[src/dpcpa_pkg.sv]
// Shared types, constants and the mode settings table of the charger power allocator.
package dpcpa_pkg;

   localparam int DEBOUNCE_LIMIT = 2;
   localparam int ADC_BITS       = 12;

   localparam int SPLIT_W    = 15;
   localparam int DELAY_W    = 4;
   localparam int NO_LOAD_W  = 14;
   localparam int CSR_IDX_W  = 2;
   localparam int CSR_DATA_W = 15;
   localparam int VOUT_W     = 8;
   localparam int CUR_W      = 12;
   localparam int MODE_W     = 3;
   localparam int CODE_W     = 7;
   localparam int REQ_DATA_W = 56;
   localparam int RSP_DATA_W = 40;

   localparam logic [CUR_W-1:0] ADC_MASK = CUR_W'((64'd1 << ADC_BITS) - 64'd1);

   localparam logic [15:0] A2_LIMIT_LOW  = 16'd10416;
   localparam logic [15:0] A2_LIMIT_HIGH = 16'd651;
   localparam logic [SPLIT_W-1:0] MV_PER_UNIT = SPLIT_W'(6 * 16);

   localparam logic [SPLIT_W-1:0]   DEFAULT_SPLIT_MV = SPLIT_W'(16000);
   localparam logic [DELAY_W-1:0]   DEFAULT_DELAY    = DELAY_W'(10);
   localparam logic [NO_LOAD_W-1:0] DEFAULT_NO_LOAD  = NO_LOAD_W'(100);

   localparam logic [CSR_IDX_W-1:0] CSR_SPLIT_VOLTAGE = 2'd0;
   localparam logic [CSR_IDX_W-1:0] CSR_RECHECK_DELAY = 2'd1;
   localparam logic [CSR_IDX_W-1:0] CSR_NO_LOAD_LIMIT = 2'd2;

   localparam logic [MODE_W-1:0] MODE_NONE    = 3'd0;
   localparam logic [MODE_W-1:0] MODE_C1      = 3'd1;
   localparam logic [MODE_W-1:0] MODE_C2      = 3'd2;
   localparam logic [MODE_W-1:0] MODE_A2      = 3'd3;
   localparam logic [MODE_W-1:0] MODE_C1_HIGH = 3'd4;
   localparam logic [MODE_W-1:0] MODE_C2_HIGH = 3'd5;
   localparam logic [MODE_W-1:0] MODE_SHARED  = 3'd6;

   localparam logic [CODE_W-1:0] FIX_65W = CODE_W'(65000 / 20 / 50);
   localparam logic [CODE_W-1:0] FIX_20W = CODE_W'(20000 / 20 / 50);
   localparam logic [CODE_W-1:0] FIX_45W = CODE_W'(45000 / 20 / 50);
   localparam logic [CODE_W-1:0] FIX_30W = CODE_W'(30000 / 20 / 50);
   localparam logic [CODE_W-1:0] PPS_2A25 = CODE_W'(2250 / 50);
   localparam logic [CODE_W-1:0] PPS_5A   = CODE_W'(5000 / 50);
   localparam logic [CODE_W-1:0] PPS_4A   = CODE_W'(4000 / 50);
   localparam logic [CODE_W-1:0] PPS_3A   = CODE_W'(3000 / 50);

   typedef struct packed {
      logic [SPLIT_W-1:0]   split_voltage_mv;
      logic [DELAY_W-1:0]   recheck_delay_ticks;
      logic [NO_LOAD_W-1:0] no_load_limit;
   } cfg_type;

   typedef struct packed {
      logic              c1_status;
      logic              c2_status;
      logic              a2_status;
      logic [VOUT_W-1:0] vout2_high;
      logic [VOUT_W-1:0] vout1_high;
      logic [CUR_W-1:0]  a2_current;
      logic [CUR_W-1:0]  iout_chip1;
      logic [CUR_W-1:0]  iout_chip2;
   } item_type;

   typedef struct packed {
      logic [CODE_W-1:0] fix1;
      logic [CODE_W-1:0] pps1;
      logic              hi1;
      logic [CODE_W-1:0] fix2;
      logic [CODE_W-1:0] pps2;
      logic              hi2;
   } settings_type;

   typedef struct packed {
      logic [MODE_W-1:0] mode;
      logic [2:0]        ports_present;
      settings_type      set;
      logic              settings_changed;
      logic              disconnect_chip1;
      logic              disconnect_chip2;
   } result_type;

   function automatic settings_type mode_settings(input logic [MODE_W-1:0] m);
      settings_type s;
      case (m)
         MODE_C1: begin
            s = '{FIX_65W, PPS_5A, 1'b1, FIX_20W, PPS_2A25, 1'b0};
         end
         MODE_C2, MODE_A2: begin
            s = '{FIX_20W, PPS_2A25, 1'b0, FIX_65W, PPS_5A, 1'b1};
         end
         MODE_C1_HIGH: begin
            s = '{FIX_45W, PPS_4A, 1'b1, FIX_20W, PPS_2A25, 1'b0};
         end
         MODE_C2_HIGH: begin
            s = '{FIX_20W, PPS_2A25, 1'b0, FIX_45W, PPS_4A, 1'b1};
         end
         MODE_SHARED: begin
            s = '{FIX_30W, PPS_3A, 1'b1, FIX_30W, PPS_3A, 1'b1};
         end
         default: begin
            s = '{FIX_65W, PPS_3A, 1'b1, FIX_65W, PPS_3A, 1'b1};
         end
      endcase
      return s;
   endfunction

endpackage

[src/dual_port_charger_power_allocator.sv]
// Top level of the dual-port charger power allocator: registers, stream ports and CSRs.
//
//   Channel   Direction  Transaction
//   req_*     in         one tick: status bits and converter readings
//   rsp_*     out        one result per tick: mode, presence, settings, pulses
//   csr_*     in         register write, no read-back
//
// A tick transaction is held in an input register and its result is then loaded into
// the output register; a new transaction is taken every cycle unless the result
// stalls. All tick state updates as the result is loaded. Reset is synchronous and
// restores the register defaults and mode 0.
// A stalled result holds the output register; the input register then holds too.
module dual_port_charger_power_allocator #(
   parameter int DEBOUNCE_LIMIT = dpcpa_pkg::DEBOUNCE_LIMIT
) (
   input  logic                                 clock,
   input  logic                                 reset,
   // c1_status, c2_status, a2_status, vout2_high, vout1_high, a2_current,
   // iout_chip1, iout_chip2, zero pad
   input  logic [dpcpa_pkg::REQ_DATA_W-1:0]     req_tdata,
   input  logic                                 req_tvalid,
   output logic                                 req_tready,
   // mode, ports_present, chip1_fixed_current, chip2_fixed_current,
   // chip1_pps_current, chip2_pps_current, chip1_high_pdo_on, chip2_high_pdo_on,
   // settings_changed, disconnect_chip1, disconnect_chip2, zero pad
   output logic [dpcpa_pkg::RSP_DATA_W-1:0]     rsp_tdata,
   output logic                                 rsp_tvalid,
   input  logic                                 rsp_tready,
   input  logic                                 csr_wr_en,
   input  logic [dpcpa_pkg::CSR_IDX_W-1:0]      csr_index,
   input  logic [dpcpa_pkg::CSR_DATA_W-1:0]     csr_wr_data
);
   import dpcpa_pkg::*;

   cfg_type    cfg_ff;
   logic       in_valid_ff;
   item_type   item_ff, item_in;
   logic       out_valid_ff;
   result_type result_ff, result_in;
   logic       advance;

   assign advance    = in_valid_ff && (!out_valid_ff || rsp_tready);
   assign req_tready = !in_valid_ff || advance;

   assign item_in.c1_status  = req_tdata[0];
   assign item_in.c2_status  = req_tdata[1];
   assign item_in.a2_status  = req_tdata[2];
   assign item_in.vout2_high = req_tdata[10:3];
   assign item_in.vout1_high = req_tdata[18:11];
   assign item_in.a2_current = req_tdata[30:19];
   assign item_in.iout_chip1 = req_tdata[42:31];
   assign item_in.iout_chip2 = req_tdata[54:43];

   always_ff @(posedge clock) begin
      if (reset) begin
         cfg_ff.split_voltage_mv    <= DEFAULT_SPLIT_MV;
         cfg_ff.recheck_delay_ticks <= DEFAULT_DELAY;
         cfg_ff.no_load_limit       <= DEFAULT_NO_LOAD;
      end else if (csr_wr_en) begin
         case (csr_index)
            CSR_SPLIT_VOLTAGE: begin
               cfg_ff.split_voltage_mv <= csr_wr_data[SPLIT_W-1:0];
            end
            CSR_RECHECK_DELAY: begin
               cfg_ff.recheck_delay_ticks <= csr_wr_data[DELAY_W-1:0];
            end
            CSR_NO_LOAD_LIMIT: begin
               cfg_ff.no_load_limit <= csr_wr_data[NO_LOAD_W-1:0];
            end
            default: begin
            end
         endcase
      end
   end

   always_ff @(posedge clock) begin
      if (reset) begin
         in_valid_ff <= 1'b0;
      end else if (req_tready) begin
         in_valid_ff <= req_tvalid;
      end
   end

   always_ff @(posedge clock) begin
      if (req_tready && req_tvalid) begin
         item_ff <= item_in;
      end
   end

   dpcpa_core #(
      .DEBOUNCE_LIMIT(DEBOUNCE_LIMIT)
   ) u_core (
      .clock (clock),
      .reset (reset),
      .step  (advance),
      .item  (item_ff),
      .cfg   (cfg_ff),
      .result(result_in)
   );

   always_ff @(posedge clock) begin
      if (reset) begin
         out_valid_ff <= 1'b0;
      end else if (advance) begin
         out_valid_ff <= 1'b1;
      end else if (rsp_tready) begin
         out_valid_ff <= 1'b0;
      end
   end

   always_ff @(posedge clock) begin
      if (advance) begin
         result_ff <= result_in;
      end
   end

   assign rsp_tvalid = out_valid_ff;
   assign rsp_tdata  = {1'b0,
                        result_ff.disconnect_chip2,
                        result_ff.disconnect_chip1,
                        result_ff.settings_changed,
                        result_ff.set.hi2,
                        result_ff.set.hi1,
                        result_ff.set.pps2,
                        result_ff.set.pps1,
                        result_ff.set.fix2,
                        result_ff.set.fix1,
                        result_ff.ports_present,
                        result_ff.mode};

endmodule

[src/dpcpa_core.sv]
// Per-tick state and logic: debounce, mode choice, settings and the no-load recheck.
module dpcpa_core #(
   parameter int DEBOUNCE_LIMIT = dpcpa_pkg::DEBOUNCE_LIMIT
) (
   input  logic                 clock,
   input  logic                 reset,
   input  logic                 step,
   input  dpcpa_pkg::item_type   item,
   input  dpcpa_pkg::cfg_type    cfg,
   output dpcpa_pkg::result_type result
);
   import dpcpa_pkg::*;

   localparam int CntW = $clog2(DEBOUNCE_LIMIT + 1);
   localparam logic [CntW:0] DebLimit = (CntW + 1)'(DEBOUNCE_LIMIT);
   localparam settings_type ResetSettings = mode_settings(MODE_NONE);

   function automatic logic [CntW:0] debounce(input logic [CntW-1:0] cnt,
                                              input logic stored,
                                              input logic sample);
      logic [CntW:0] c;
      c = {1'b0, cnt} + 1'b1;
      if (stored != sample) begin
         if (c > DebLimit) begin
            return {1'b1, {CntW{1'b0}}};
         end
         return {1'b0, c[CntW-1:0]};
      end
      return '0;
   endfunction

   logic [2:0]          ports_ff, ports_in;
   logic [CntW-1:0]     c1_cnt_ff, c1_cnt_in;
   logic [CntW-1:0]     c2_cnt_ff, c2_cnt_in;
   logic [CntW-1:0]     a2_cnt_ff, a2_cnt_in;
   logic [MODE_W-1:0]   mode_ff, mode_in;
   logic [MODE_W-1:0]   applied_ff, applied_in;
   settings_type        set_ff, set_in;
   logic [CODE_W-1:0]   rec1_ff, rec1_in;
   logic [CODE_W-1:0]   rec2_ff, rec2_in;
   logic [1:0]          pending_ff, pending_in;
   logic [DELAY_W-1:0]  chk1_cnt_ff, chk1_cnt_in;
   logic [DELAY_W-1:0]  chk2_cnt_ff, chk2_cnt_in;

   logic                p_c1, p_c2, p_a2, new_a2;
   logic                c1_flip, c2_flip, a2_flip, changed, dis1, dis2;
   logic [CUR_W-1:0]    ia2, i1, i2;
   logic [VOUT_W-1:0]   a2_cur;
   logic [15:0]         a2_lim, a2_prod;
   logic                v1_split, v2_split;
   logic [DELAY_W:0]    chk1_sum, chk2_sum;
   logic [CUR_W+2:0]    i1_x5, i2_x5;

   always_comb begin
      ia2 = item.a2_current & ADC_MASK;
      i1  = item.iout_chip1 & ADC_MASK;
      i2  = item.iout_chip2 & ADC_MASK;

      if (ia2[CUR_W-1:8] != '0) begin
         a2_cur = ia2[11:4];
         a2_lim = A2_LIMIT_HIGH;
      end else begin
         a2_cur = ia2[7:0];
         a2_lim = A2_LIMIT_LOW;
      end
      a2_prod = 16'(a2_cur) * 16'(item.vout2_high);

      v1_split = (SPLIT_W'(item.vout1_high) * MV_PER_UNIT) > cfg.split_voltage_mv;
      v2_split = (SPLIT_W'(item.vout2_high) * MV_PER_UNIT) > cfg.split_voltage_mv;

      p_c1 = ports_ff[0];
      p_c2 = ports_ff[1];
      p_a2 = ports_ff[2];
      new_a2 = p_a2 ? item.a2_status : (a2_prod >= a2_lim);
      mode_in = mode_ff;

      {c1_flip, c1_cnt_in} = debounce(c1_cnt_ff, p_c1, item.c1_status);
      if (c1_flip) begin
         p_c1 = item.c1_status;
         if (p_c1) begin
            if (p_c2 || p_a2) begin
               mode_in = v2_split ? MODE_C2_HIGH : MODE_SHARED;
            end else begin
               mode_in = MODE_C1;
            end
         end else begin
            mode_in = (p_c2 || p_a2) ? MODE_C2 : MODE_NONE;
         end
      end

      {c2_flip, c2_cnt_in} = debounce(c2_cnt_ff, p_c2, item.c2_status);
      if (c2_flip) begin
         p_c2 = item.c2_status;
         if (!p_a2) begin
            if (p_c2) begin
               if (p_c1) begin
                  mode_in = v1_split ? MODE_C1_HIGH : MODE_SHARED;
               end else begin
                  mode_in = MODE_C2;
               end
            end else begin
               mode_in = p_c1 ? MODE_C1 : MODE_NONE;
            end
         end
      end

      {a2_flip, a2_cnt_in} = debounce(a2_cnt_ff, p_a2, new_a2);
      if (a2_flip) begin
         p_a2 = new_a2;
         if (!p_c2) begin
            if (p_a2) begin
               if (p_c1) begin
                  mode_in = v1_split ? MODE_C1_HIGH : MODE_SHARED;
               end else begin
                  mode_in = MODE_A2;
               end
            end else begin
               mode_in = p_c1 ? MODE_C1 : MODE_NONE;
            end
         end
      end

      ports_in = {p_a2, p_c2, p_c1};

      changed    = applied_ff != mode_in;
      applied_in = mode_in;
      set_in     = changed ? mode_settings(mode_in) : set_ff;
      rec1_in    = rec1_ff;
      rec2_in    = rec2_ff;
      pending_in = pending_ff;
      if (changed) begin
         if (rec1_ff != set_in.fix1) begin
            rec1_in = set_in.fix1;
            pending_in[0] = 1'b1;
         end
         if (rec2_ff != set_in.fix2) begin
            rec2_in = set_in.fix2;
            pending_in[1] = 1'b1;
         end
      end

      i1_x5 = {1'b0, i1, 2'b00} + (CUR_W + 3)'(i1);
      i2_x5 = {1'b0, i2, 2'b00} + (CUR_W + 3)'(i2);
      chk1_sum = {1'b0, chk1_cnt_ff} + 1'b1;
      chk2_sum = {1'b0, chk2_cnt_ff} + 1'b1;
      dis1 = 1'b0;
      dis2 = 1'b0;

      if (!pending_in[0]) begin
         chk1_cnt_in = '0;
      end else if (chk1_sum > {1'b0, cfg.recheck_delay_ticks}) begin
         chk1_cnt_in = '0;
         pending_in[0] = 1'b0;
         dis1 = i1_x5[CUR_W+2:1] < cfg.no_load_limit;
      end else begin
         chk1_cnt_in = chk1_sum[DELAY_W-1:0];
      end

      if (!pending_in[1]) begin
         chk2_cnt_in = '0;
      end else if (chk2_sum > {1'b0, cfg.recheck_delay_ticks}) begin
         chk2_cnt_in = '0;
         pending_in[1] = 1'b0;
         dis2 = i2_x5[CUR_W+2:1] < cfg.no_load_limit;
      end else begin
         chk2_cnt_in = chk2_sum[DELAY_W-1:0];
      end

      result.mode             = mode_in;
      result.ports_present    = ports_in;
      result.set              = set_in;
      result.settings_changed = changed;
      result.disconnect_chip1 = dis1;
      result.disconnect_chip2 = dis2;
   end

   always_ff @(posedge clock) begin
      if (reset) begin
         ports_ff    <= '0;
         c1_cnt_ff   <= '0;
         c2_cnt_ff   <= '0;
         a2_cnt_ff   <= '0;
         mode_ff     <= MODE_NONE;
         applied_ff  <= MODE_NONE;
         set_ff      <= ResetSettings;
         rec1_ff     <= '0;
         rec2_ff     <= '0;
         pending_ff  <= '0;
         chk1_cnt_ff <= '0;
         chk2_cnt_ff <= '0;
      end else if (step) begin
         ports_ff    <= ports_in;
         c1_cnt_ff   <= c1_cnt_in;
         c2_cnt_ff   <= c2_cnt_in;
         a2_cnt_ff   <= a2_cnt_in;
         mode_ff     <= mode_in;
         applied_ff  <= applied_in;
         set_ff      <= set_in;
         rec1_ff     <= rec1_in;
         rec2_ff     <= rec2_in;
         pending_ff  <= pending_in;
         chk1_cnt_ff <= chk1_cnt_in;
         chk2_cnt_ff <= chk2_cnt_in;
      end
   end

endmodule

[config.mk]
export PLATFORM = sky130hd
export DESIGN_NAME = dual_port_charger_power_allocator
export DESIGN_NICKNAME = d
export VERILOG_FILES = /design/src/dpcpa_pkg.sv /design/src/dual_port_charger_power_allocator.sv /design/src/dpcpa_core.sv
export SDC_FILE = /design/constraint.sdc
export NUM_CORES = 1
export LEC_CHECK = 0
export ABC_CLOCK_PERIOD_IN_PS = 8700
export BUFFER_PORTS_ARGS = -buffer_cell sky130_fd_sc_hd__buf_2
export CAP_MARGIN = 20
export CORE_MARGIN = 1
export CORE_UTILIZATION = 50
export CTS_BUF_LIST = sky130_fd_sc_hd__clkbuf_8
export CTS_CLUSTER_SIZE = 25
export DETAILED_ROUTE_END_ITERATION = 10
export GPL_TIMING_DRIVEN = 0
export PLACE_DENSITY = 0.75
export SYNTH_ARGS = -nofsm -noshare
export SYNTH_HDL_FRONTEND = slang
export SYNTH_SLANG_ARGS = --single-unit
[constraint.sdc]
create_clock -name clock -period 8.7 [get_ports clock]
set_input_delay 1.74 -clock clock [delete_from_list [all_inputs] [get_ports clock]]
set_output_delay 1.74 -clock clock [all_outputs]
set_load 0.05 [all_outputs]
==> results of run 1 <==
-- final cells by class --
| class | count | area [µm²] |
|---|---|---|
| clock buffer | 17 | 234 |
| sequential | 195 | 4840 |
| multi-input combinational | 1024 | 8000 |
| fill | 2150 | 10100 |
| inverter | 130 | 498 |
| timing repair buffer | 167 | 1030 |
| tap | 330 | 413 |
| buffer | 43 | 190 |
| clock inverter | 15 | 211 |
-- sequential cells by signal, indices dropped and copies added, names as in the netlist --
| register | flops |
|---|---|
| rsp_tvalid | 1 |
| item_ff | 55 |
| u_core.rec1_ff | 7 |
| u_core.rec2_ff | 7 |
| u_core.chk1_cnt_ff | 4 |
| u_core.chk2_cnt_ff | 4 |
| u_core.mode_ff | 3 |
| rsp_tdata | 39 |
| in_valid_ff | 1 |
| u_core.ports_ff | 3 |
| u_core.c1_cnt_ff | 2 |
| u_core.set_ff | 30 |
| u_core.a2_cnt_ff | 2 |
| u_core.pending_ff | 2 |
| cfg_ff | 33 |
| u_core.c2_cnt_ff | 2 |
-- final timing paths --
path | depth (start not counted) | slack, ps | end
worst max-delay path | 38 | 140 | u_core.rec1_ff[3]
worst max register to register | 38 | 140 | u_core.rec1_ff[3]
worst min-delay path | 2 | 460 | cfg_ff[20]
worst min register to register | 2 | 460 | cfg_ff[20]
-- timing repair --
action / 4_1_cts / 5_1_grt
pin swaps: 18 / 41
setup buffers: 33 / 16
endpoints found under the hold margin: 0 / 0
gates cloned: 0 / 1
resized for setup: 28 / 46
endpoints found under the setup margin: 87 / 58
-- power by group through the flow --
stage | clock, mW | combinational [mW] | sequential [mW]
after global routing | 0.682 | 1.93 | 1.10
after CTS | 0.648 | 1.57 | 1.09
final | 0.640 | 1.75 | 1.09
after global placement | 0 | 1.38 | 1.11
after detailed placement | 0 | 1.41 | 1.11
after floorplan | 0 | 1.06 | 1.15
-- cells in the mapped netlist (all sizes together) (5+ instances only) --
cell	instances	share of area
o211ai	10	0.0057
o21bai	17	0.0097
nor4	5	0.0051
xnor2	41	0.027
ha	134	0.13
dfxtp	101	0.15
o221ai	7	0.0051
nand3b	6	0.0034
a31oi	11	0.0057
edfxtp	94	0.21
o21ai	41	0.016
and2	8	0.0038
a211oi	16	0.0091
nand2b	24	0.011
buf	12	0.0054
nand2	130	0.037
a21o	23	0.013
nand3	19	0.0072
a21boi	5	0.0031
o21a	9	0.0051
nor2b	63	0.030
clkbuf	32	0.0091
inv	130	0.037
nor3	27	0.011
xor2	13	0.0087
nand4	8	0.0038
nor2	117	0.035
a21oi	120	0.047
a211o	25	0.017
nor3b	9	0.0055
fa	40	0.061
mux2i	17	0.013
-- worst max-delay path, delay by kind of cell (launching register included) --
family / cells / cell delay (ps)
buffers and inverters: 8 / 920
AO/OA/AOI/OAI: 13 / 2540
flip-flops: 1 / 510
adder cells (fa/ha/maj): 7 / 2660
multiplexers: 1 / 280
AND/OR/NAND/NOR: 8 / 1430
XOR/XNOR: 1 / 140
-- cell usage in the layout (no fill, tap or decap), types with 8 or more instances in the layout --
cell / instances
nor2b_1: 63
ha_1: 128
buf_2: 119
o21bai_1: 17
nor2_1: 112
fa_1: 37
o21a_1: 9
nor3_1: 19
o211ai_1: 10
a31oi_1: 8
buf_4: 42
a21o_1: 23
buf_6: 10
nand4_1: 8
nand2_1: 128
nand3_1: 19
dfxtp_1: 101
clkbuf_1: 30
a211oi_1: 13
nand2b_1: 21
inv_1: 125
a21oi_1: 111
o21ai_0: 34
a211o_1: 25
edfxtp_1: 94
xnor2_1: 41
xor2_1: 13
mux2i_1: 11
clkbuf_8: 17
-- through the flow --
step	area [µm²]	std cells	utilization	setup WS (ps)	hold slack [ps]
after floorplan	13200	1392	-	91.5	431
after global placement	14200	1838	0.558	-1270	439
after detailed placement	14300	1840	0.559	-1300	445
after CTS	15100	1904	0.592	4.60	462
after global routing	15400	1921	0.605	-179	485
final	15400	1921	0.605	142	460
-- metal layers --
metal	share of wire	wire length, µm	GRT usage	up-vias
met2	0.49	16200	0.437	358
met3	0.054	1770	0.0379	63
met4	0.024	786	0.0846	2
li1	-	-	-	5282
met5	0.00030	10	0	-
met1	0.43	14200	0.305	5314
-- logic make-up after synthesis --
group | Yosys count | share of synthesized area
buffers and inverters | 174 | 0.0519
other | 1 | 0.000285
xor gates and xnor gates | 54 | 0.0360
DFF | 195 | 0.368
adders and majority gates | 174 | 0.188
and+or+nand+nor | 438 | 0.167
muxes | 20 | 0.0161
AOI/OAI and AO/OA | 336 | 0.172
==> results.txt, run 1 <==
Crit path launch: item_ff[33]
Fmax: 0.117 GHz
Post-synthesis cell area: 13200 µm²
Mapped Nets: 1644
Maxcap violations: 0
Ys async rst share: 0
DIE AREA: 27000 µm²
Via/cell ratio: 5.74
Starting Density: 0.516
Synth cell types: 98
Synth Instances: 1392
WL/cell: 17.2 µm
Largest net degree at the start of global routing: 42
Clk buf depth: 2
Static Leak: 6.54 nW
Root Buffer: clkbuf_8
Number of global-route vias before repair: 10748
Port bufs: 116
Post-detailed-route count of antenna-violating nets: 0
CTS Buf Count: 17
Ys Warns: 0
GR Util All Layers: 0.247
Die width: 164 µm
Cell at the slowest stage of the critical path: fa_1
Fin nets: 1830
First-pass GRT wire length: 52300 µm
I/O pin count: 120
Net Sw Frac: 0.414
Synth Register Bits: 195
Fin crit share: 0.984
Switching pwr: 1.44 mW
Pwr dens: 226 nW/µm²
Hold Path Origin: cfg_ff[20]
Global route overflow: 0
Crit Path Max Fanout: 6
Mean Syn Cell Area: 9.45 µm²
Share of layout cells above drive strength 1: 0.184
Reg-to-Reg Start: item_ff[33]
DP HPWL: 24000 µm
Status: complete, no violations
# diodes: 0
Int Power: 2.04 mW
Core Box Area: 25500 µm²
Max_slew headroom: 0.490
Clock group share of total power: 0.184
Top FF cell, synth: dfxtp_1
Tightest Pin Transition: 762 ps
Setup Total Neg Slack: 0 ps
DRT Pass-1 Iters: 5
Final Hold Viols: 0
Area growth syn-to-layout: 17.2%
DRT iter0 DRCs: 796
CP Launch Type: flip-flop
CTS H-tree depth: 4
Worst-Skew Late Latency: 480 ps
# hold bufs at CTS: 0
Setup Viol. Count Final: 0
Seq/Total Area, Yosys: 0.368
Slew Limit Fails: 0
GPL Wtd Cong: 0.895
Combinational cell fraction of total power: 0.504
CTS clk-pin slew, worst paths: 110 ps
Clock tree sinks: 195
Drt total wl: 32900 µm
Critical Path RT: 9090 ps
Slowest Stage Delay on Critical Path: 520 ps
Residual DRC: 0
Crit path DAT: 8950 ps
Crit Path Category: reg2reg
Worst vdd ir: 0.000166 V
Die H: 164 µm
Setup Skew: 16.7 ps
Initial antenna violation count: 2
Pwr Total: 3.48 mW
Hold WC Path Type: reg2reg
Vias: 11019
Reg power frac: 0.313
Final min period: 8560 ps
CTS tree: done
Site row count: 58
EDFF count, synth: 94
Crit. End Element: flip-flop
Power figures use the tool's default switching activity.
==> inputs of run 2 (changes only) <==
BUFFER_PORTS_ARGS = default   (was -buffer_cell sky130_fd_sc_hd__buf_2)
DONT_BUFFER_PORTS = 1   (was default)
PLACE_DENSITY = 0.71   (was 0.75)
==> results.txt, run 2 (synthesis results as in run 1) <==
Share of layout cells above drive strength 1: 0.132 (-0.0518)
Fin crit share: 0.993 (+0.00883)
DP HPWL: 23800 µm (-1.1%)
Area growth syn-to-layout: 13.5%
Number of global-route vias before repair: 10169 (-5.4%)
Setup Skew: 28.8 ps (+12.1 ps)
CTS clk-pin slew, worst paths: 130 ps (+20 ps)
Crit path DAT: 9050 ps (+100 ps)
Cells after DPL: 1724 (-6.3%)
Slowest Stage Delay on Critical Path: 560 ps (+40 ps)
Maxcap violations: 0 (unchanged)
Tightest Pin Transition: 818 ps (+56.4 ps)
Vias: 10407 (-5.6%)
Cell at the slowest stage of the critical path: fa_1
Final Hold Viols: 0 (unchanged)
Crit Path Max Fanout: 9 (+3)
Worst-Skew Late Latency: 500 ps (+20 ps)
I/O pin count: 120 (unchanged)
Commonest non-fill, non-tap cell in the layout: nand2_1
WL/cell: 17.8 µm (+3.7%)
CTS tree: done
Met3 wire len: 1760 µm (-0.40%)
Slew Limit Fails: 0 (unchanged)
Residual DRC: 0 (unchanged)
Core Box Area: 25500 µm² (unchanged)
Fmax: 0.116 GHz (-0.89%)
Post-detailed-route count of antenna-violating nets: 0 (unchanged)
Starting Density: 0.516 (unchanged)
Critical Path RT: 9110 ps (+20 ps)
Final core occ: 0.586 (-0.0194)
Via/cell ratio: 5.75 (+0.18%)
Biggest register: item_ff
CTS Buf Count: 17 (unchanged)
Crit Path Category: reg2reg
Global route overflow: 0 (unchanged)
Die width: 164 µm (unchanged)
DIE AREA: 27000 µm² (unchanged)
Status: complete, no violations
Site row count: 58 (unchanged)
Crit. End Element: flip-flop
GPL Wtd Cong: 0.924 (+3.3%)
Static Leak: 6.15 nW (-6.0%)
Fin nets: 1719 (-6.1%)
Most frequent cells in the layout: 129 x nand2_1, 128 x ha_1, 122 x inv_1, 111 x a21oi_1, 110 x nor2_1
Met1 wire length: 14000 µm (-0.86%)
DRT iter0 DRCs: 719 (-9.7%)
Top routing layer used: met5
# hold bufs at CTS: 0 (unchanged)
First-pass GRT wire length: 51400 µm (-1.7%)
Final min period: 8640 ps (+76.8 ps)
Largest net degree at the start of global routing: 46 (+9.5%)
Max_slew headroom: 0.451 (-0.0389)
Final setup margin: 64.9 ps (-76.8 ps)
DR WL met2: 15800 µm (-2.8%)
Drt total wl: 32200 µm (-2.3%)
Clock tree sinks: 195 (unchanged)
RSZ-0062 raised after global routing: yes
Top cell by count, worst path: fa_1
Hold WC Path Type: reg2reg
Worst vdd ir: 0.000188 V (+14%)
CTS H-tree depth: 4 (unchanged)
GR Util All Layers: 0.243 (-0.00388)
Pwr dens: 234 nW/µm² (+3.8%)
Die H: 164 µm (unchanged)
Pre-CTS setup slack: -1250 ps (+41.6 ps)
Initial antenna violation count: 2 (unchanged)
Port bufs: 0 (-100%)
DRT Pass-1 Iters: 5 (unchanged)
CP Launch Type: flip-flop
Setup Viol. Count Final: 0 (unchanged)
Max FFs per register: 55 (unchanged)
Root Buffer: clkbuf_8
Number of fill cells: 2173 (+1.1%)
Final cell count without fillers: 1811 (-5.7%)
Clk buf depth: 2 (unchanged)
## run 2: area by class of cell
type	instances	area, µm²	share of cell area
plain buffers	44	205	0.0138
diodes	1	2.50	0.000168
inverters	130	498	0.0334
multi-input cells	1023	8020	0.538
repair buffers	56	477	0.0319
flip-flops and latches	195	4840	0.325
clock inverters	15	225	0.0151
clock buffers	17	234	0.0157
well taps	330	413	0.0277
## run 2: through the flow
stage	hold slack [ps]	power [mW]	setup TNS, ps	instance area (µm²)
final	461	3.50	0	14900
after detailed placement	446	2.50	-76290	13700
after floorplan	431	2.21	0	13200
after global placement	440	2.47	-82140	13600
after CTS	463	3.33	0	14500
after global routing	488	3.73	-3250	14900
## run 2: report_power, final
part	internal, mW	total (mW)	switching, mW
logic	0.743	1.68	0.940
registers	1.04	1.15	0.108
clock network	0.240	0.665	0.426
total	2.02	3.50	1.47
## run 2: worst paths after layout
| path | start | end | slack, ps | cells past startpoint |
|---|---|---|---|---|
| worst min register to register | cfg_ff[19] | cfg_ff[19] | 460 | 2 |
| worst max register to register | item_ff[34] | u_core.rec1_ff[3] | 60 | 38 |
| worst max-delay path | item_ff[34] | u_core.rec1_ff[3] | 60 | 38 |
| worst min-delay path | cfg_ff[19] | cfg_ff[19] | 460 | 2 |
## run 2: worst max-delay path: cells and delay by family, from the launching register on
family / cells / cell delay (ps)
buf+inv: 9 / 900
xor+xnor: 1 / 140
fa+ha+maj: 7 / 2800
mux: 3 / 830
simple gates: 8 / 1460
flops: 1 / 460
compound gates: 10 / 1940
## run 2: timing repair
action / in CTS / in global routing
resized for setup: 35 / 50
setup endpoints to repair: 87 / 70
buffers inserted: 29 / 26
pin swaps: 26 / 32
## run 2: routing by layer
| layer | up-vias | track usage |
|---|---|---|
| li1 | 5080 | - |
| met1 | 5023 | 0.306 |
| met2 | 246 | 0.415 |
| met3 | 56 | 0.0520 |
| met4 | 2 | 0.0766 |
| met5 | - | 0 |
